$ cat src/sv/twi_ram.sv
// Generic simple dual-port RAM: one write port, one read port with a
// registered, enabled read. No dependencies.
`timescale 1ns / 1ps

module twi_ram #(
  parameter int unsigned WIDTH = 16,
  parameter int unsigned DEPTH = 256
) (
  input  logic                     clk_i,
  input  logic                     we_i,
  input  logic [$clog2(DEPTH)-1:0] waddr_i,
  input  logic [WIDTH-1:0]         wdata_i,
  input  logic                     re_i,
  input  logic [$clog2(DEPTH)-1:0] raddr_i,
  output logic [WIDTH-1:0]         rdata_o
);

  logic [WIDTH-1:0] mem_q [DEPTH];
  logic [WIDTH-1:0] rdata_q;

  // Write port
  always_ff @(posedge clk_i) begin
    if (we_i) begin
      mem_q[waddr_i] <= wdata_i;
    end
  end

  // Registered read, held while not enabled
  always_ff @(posedge clk_i) begin
    if (re_i) begin
      rdata_q <= mem_q[raddr_i];
    end
  end

  assign rdata_o = rdata_q;

endmodule

$ cat config.mk
export PLATFORM = sky130hd
export DESIGN_NAME = twi_ram
export DESIGN_NICKNAME = d
export VERILOG_FILES = /design/src/sv/twi_ram.sv
export SDC_FILE = /design/constraint.sdc
export NUM_CORES = 2
export LEC_CHECK = 0
export BUFFER_PORTS_ARGS = -buffer_cell sky130_fd_sc_hd__buf_2
export CAP_MARGIN = 0
export CORE_UTILIZATION = 55
export DETAILED_ROUTE_END_ITERATION = 8
export PLACE_DENSITY = 0.81
export SYNTH_ARGS = -nofsm -noshare
export SYNTH_HDL_FRONTEND = slang
export SYNTH_SLANG_ARGS = --single-unit
$ cat constraint.sdc
create_clock -name clk_i -period 7.2 [get_ports clk_i]
set_clock_uncertainty 0.2 [all_clocks]
set_input_delay 0.36 -clock clk_i [delete_from_list [all_inputs] [get_ports clk_i]]
set_output_delay 0.36 -clock clk_i [all_outputs]
set_load 0.03 [all_outputs]
==> load_flow_metrics.sql <==
INSERT INTO impl_metrics (metric_group, metric, value, unit) VALUES
('placement', 'port_buffers', '50', ''),
('clock_tree', 'cts_tree', 'yes', ''),
('sta', 'report.final.hold_viol_count', '0', ''),
('setup_path', 'worst_ep_required', '7630', 'ps'),
('floorplan', 'core.rowCount', '196', ''),
('floorplan', 'die_w', '539', 'um'),
('setup_path', 'worst_setup_end_kind', 'flip-flop', ''),
('sta', 'setup_repair_after_global_routing_missed_its_margin', 'false', ''),
('clock_tree', 'clock_latency', '940', 'ps'),
('setup_path', 'critPathArrivalTime', '4490', 'ps'),
('setup_path', 'cp_slowest_cell', 'sky130_fd_sc_hd__buf_4', ''),
('cells_and_area', 'signed_area_change_from_the_synthesized_netlist_to_the_final_layout', '11.5', '%'),
('sta', 'timing.final.crit_share', '0.564', ''),
('sta', 'setup_viol', '0', ''),
('sta', 'timing.fmax', '246', 'MHz'),
('detailed_routing', 'ant_nets', '0', ''),
('yosys', 'seq_area_frac_synth', '0.777', ''),
('power', 'powerDensity', '276', 'mW/mm^2'),
('yosys', 'yosys.cell_types.count', '51', ''),
('floorplan', 'design.core.area', '0.286', 'sq mm'),
('floorplan', 'dieHeight', '539', 'um'),
('cells_and_area', 'fill_cells', '17700', ''),
('status', 'run_status', 'complete, but fails checks', ''),
('sta', 'final.min_clock_period', '4060', 'ps'),
('yosys', 'post_synth_instance_area', '0.159', 'sq mm'),
('placement', 'hpwlAfterDp', '233', 'mm'),
('yosys', 'synth-seq-cells', '4112', ''),
('clock_tree', 'cts_repair_resize_count', '0', ''),
('cells_and_area', 'final_common_cell', 'sky130_fd_sc_hd__edfxtp_1', ''),
('yosys', 'postSynthAreaPerCell', '21.6', 'sq um'),
('detailed_routing', 'wire_length_reported_by_the_detailed_router', '432', 'mm'),
('yosys', 'synth_cells', '7360', ''),
('grt', 'largest_net_degree_at_the_start_of_global_routing', '166', ''),
('detailed_routing', 'detail_route.first_pass.iterations', '6', ''),
('cells_and_area', 'layout-drive-gt1-share', '0.237', ''),
('cells_and_area', 'nets', '7781', ''),
('hold_path', 'hp-start', 'waddr_i[2]', ''),
('power', 'switching_fraction', '0.216', ''),
('detailed_routing', 'route.detailed.vias_per_inst', '7.06', ''),
('setup_path', 'startpoint_kind_of_the_worst_setup_timing_path', 'primary input', ''),
('power', 'power_report.internal_total', '0.0383', 'W'),
('grt', 'gr-usage-all-layers', '0.292', ''),
('power', 'static-leakage-power', '56.0', 'nW'),
('status', 'failed_checks', 'capacitance limit', ''),
('yosys', 'yosys_warnings', '0', ''),
('cells_and_area', 'final_cell_mix', 'sky130_fd_sc_hd__edfxtp_1 (4112), sky130_fd_sc_hd__mux4_2 (797), sky130_fd_sc_hd__mux2i_1 (565)', ''),
('yosys', 'number_of_nets_in_the_synthesized_netlist', '7395', ''),
('placement', 'placed_cell_area', '0.165', 'sq mm'),
('clock_tree', 'cts_max_path_buffers', '4', ''),
('sta', 'worst-slew-pin-transition', '1490', 'ps'),
('yosys', 'synth_top_flop_cell', 'sky130_fd_sc_hd__edfxtp_1', ''),
('yosys', 'synth-edff-count', '4112', ''),
('placement', 'place.gp.congestion', '0.920', ''),
('setup_path', 'r2r_start', 'mem_q[0][9]$_DFFE_PP_', ''),
('detailed_routing', 'vias', '83400', ''),
('floorplan', 'design.die.area', '0.291', 'sq mm'),
('clock_tree', 'cts_sinks', '4112', ''),
('flow_run', 'max_cap_violations', '2', ''),
('sta', 'setup_ws', '3140', 'ps'),
('power', 'clkPwrFrac', '0.408', ''),
('detailed_routing', 'dr.first_iter.drc_count', '14100', ''),
('setup_path', 'critical_path_peak_fanout', '80', ''),
('grt', 'grt_pass1_vias', '82600', ''),
('power', 'sequential_cell_fraction_of_total_power', '0.542', ''),
('setup_path', 'critPathMostFrequentCell', 'sky130_fd_sc_hd__buf_4', ''),
('clock_tree', 'numCtsBuffers', '382', ''),
('sta', 'slew_viol_final', '0', ''),
('clock_tree', 'clk_pin_slew_worst_paths', '60', 'ps'),
('detailed_routing', 'post_detailed_route_drc_marker_count', '0', ''),
('setup_path', 'critical_path_class', 'in2reg', ''),
('hold_path', 'min-delay-path-class', 'in2reg', '');
==> cell families after synthesis <==
| kind of cell | count (synthesis) | synth area share |
|---|---|---|
| DFF | 4112 | 0.777 |
| buffers and inverters | 456 | 0.0169 |
| and+or+nand+nor | 556 | 0.0157 |
| AOI/OAI and AO/OA | 786 | 0.0353 |
| muxes | 1450 | 0.155 |
==> flip-flops by register name (all words and copies together), names as in the netlist <==
signal / cells
mem_q: 4096
rdata_o: 16
==> what timing repair did <==
action                    4_1_cts  5_1_grt
hold buffers                   19        0
setup buffers                   0        0
hold endpoints to repair     1632        0
==> through the flow <==
step | total power (W) | util | hold slack (ps) | instances
after CTS | 0.0488 | 0.619 | 9.18 | 11800
after global placement | 0.0292 | 0.576 | 647 | 11100
final | 0.0488 | 0.619 | 63.2 | 11800
after floorplan | 0.0282 | - | 259 | 7360
after detailed placement | 0.0293 | 0.576 | 668 | 11100
after global routing | 0.0498 | 0.619 | 56.9 | 11800
==> metal layers <==
layer  vias to the layer above  global-route usage  routed length (um)
li1                      32000                   -                   -
met1                     42300               0.369              139000
met2                      7554               0.460              203000
met3                      1509              0.0749               58800
met4                        16               0.169               30500
met5                         -                   0                 111
==> cell type report <==
type | count | area [sq um] | share of cell area
Antenna cell | 15 | 37.5 | 0.000212
Inverter | 4 | 27.5 | 0.000155
Tap cell | 3762 | 4710 | 0.0266
Sequential cell | 4112 | 123000 | 0.697
Multi-Input combinational cell | 2792 | 32900 | 0.186
Clock buffer | 445 | 9860 | 0.0557
Clock inverter | 239 | 2260 | 0.0127
Timing Repair Buffer | 454 | 3850 | 0.0218
==> power groups by stage <==
stage / combinational, W / sequential (W) / clock (W)
6_report: 0.00245 / 0.0264 / 0.0199
5_1_grt: 0.00249 / 0.0264 / 0.0209
4_1_cts: 0.00238 / 0.0264 / 0.0199
3_5_place_dp: 0.00233 / 0.0270 / 0
3_3_place_gp: 0.00226 / 0.0270 / 0
2_1_floorplan: 0.00130 / 0.0269 / 0
==> Yosys cell counts, drive strengths merged, types with 4 or more instances <==
library cell  instances  area (sq um)
edfxtp             4112        123000
or2                   5          31.3
nand2                38           143
nand3                35           175
o32ai                21           191
nor4                 18           119
a22o                 32           280
mux2                 88           991
nor2                304          1140
mux2i               565          5660
o22ai               148           926
inv                   4          15.0
nor2b                 9          56.3
a211oi               18           135
nor3                 92           460
a21oi               175           876
nand4                26           163
a2111oi               6          52.6
a31oi                 6          37.5
a221oi               28           245
clkbuf              230           863
o31ai                16           120
o21ai                38           190
buf                 222          1810
mux4                797         17900
o221ai              253          2220
a22oi                43           323
and3                 11          68.8
==> worst max-delay path, delay by kind of cell <==
| family | cells | cell delay, ps |
|---|---|---|
| buffers and inverters | 3 | 1630 |
| AO/OA/AOI/OAI | 2 | 1020 |
| multiplexers | 2 | 920 |
| AND/OR/NAND/NOR | 2 | 220 |
==> path summary, 6_finish.rpt <==
check / end / slack (ps) / cells past startpoint
worst max register to register: rdata_o[9]$_DFFE_PP_ / 3390 / 6
worst min register to register: rdata_o[5]$_DFFE_PP_ / 960 / 6
worst max-delay path: rdata_o[12]$_DFFE_PP_ / 3140 / 9
worst min-delay path: mem_q[174][14]$_DFFE_PP_ / 60 / 4
No activity file was read; power rests on OpenSTA's default activity.
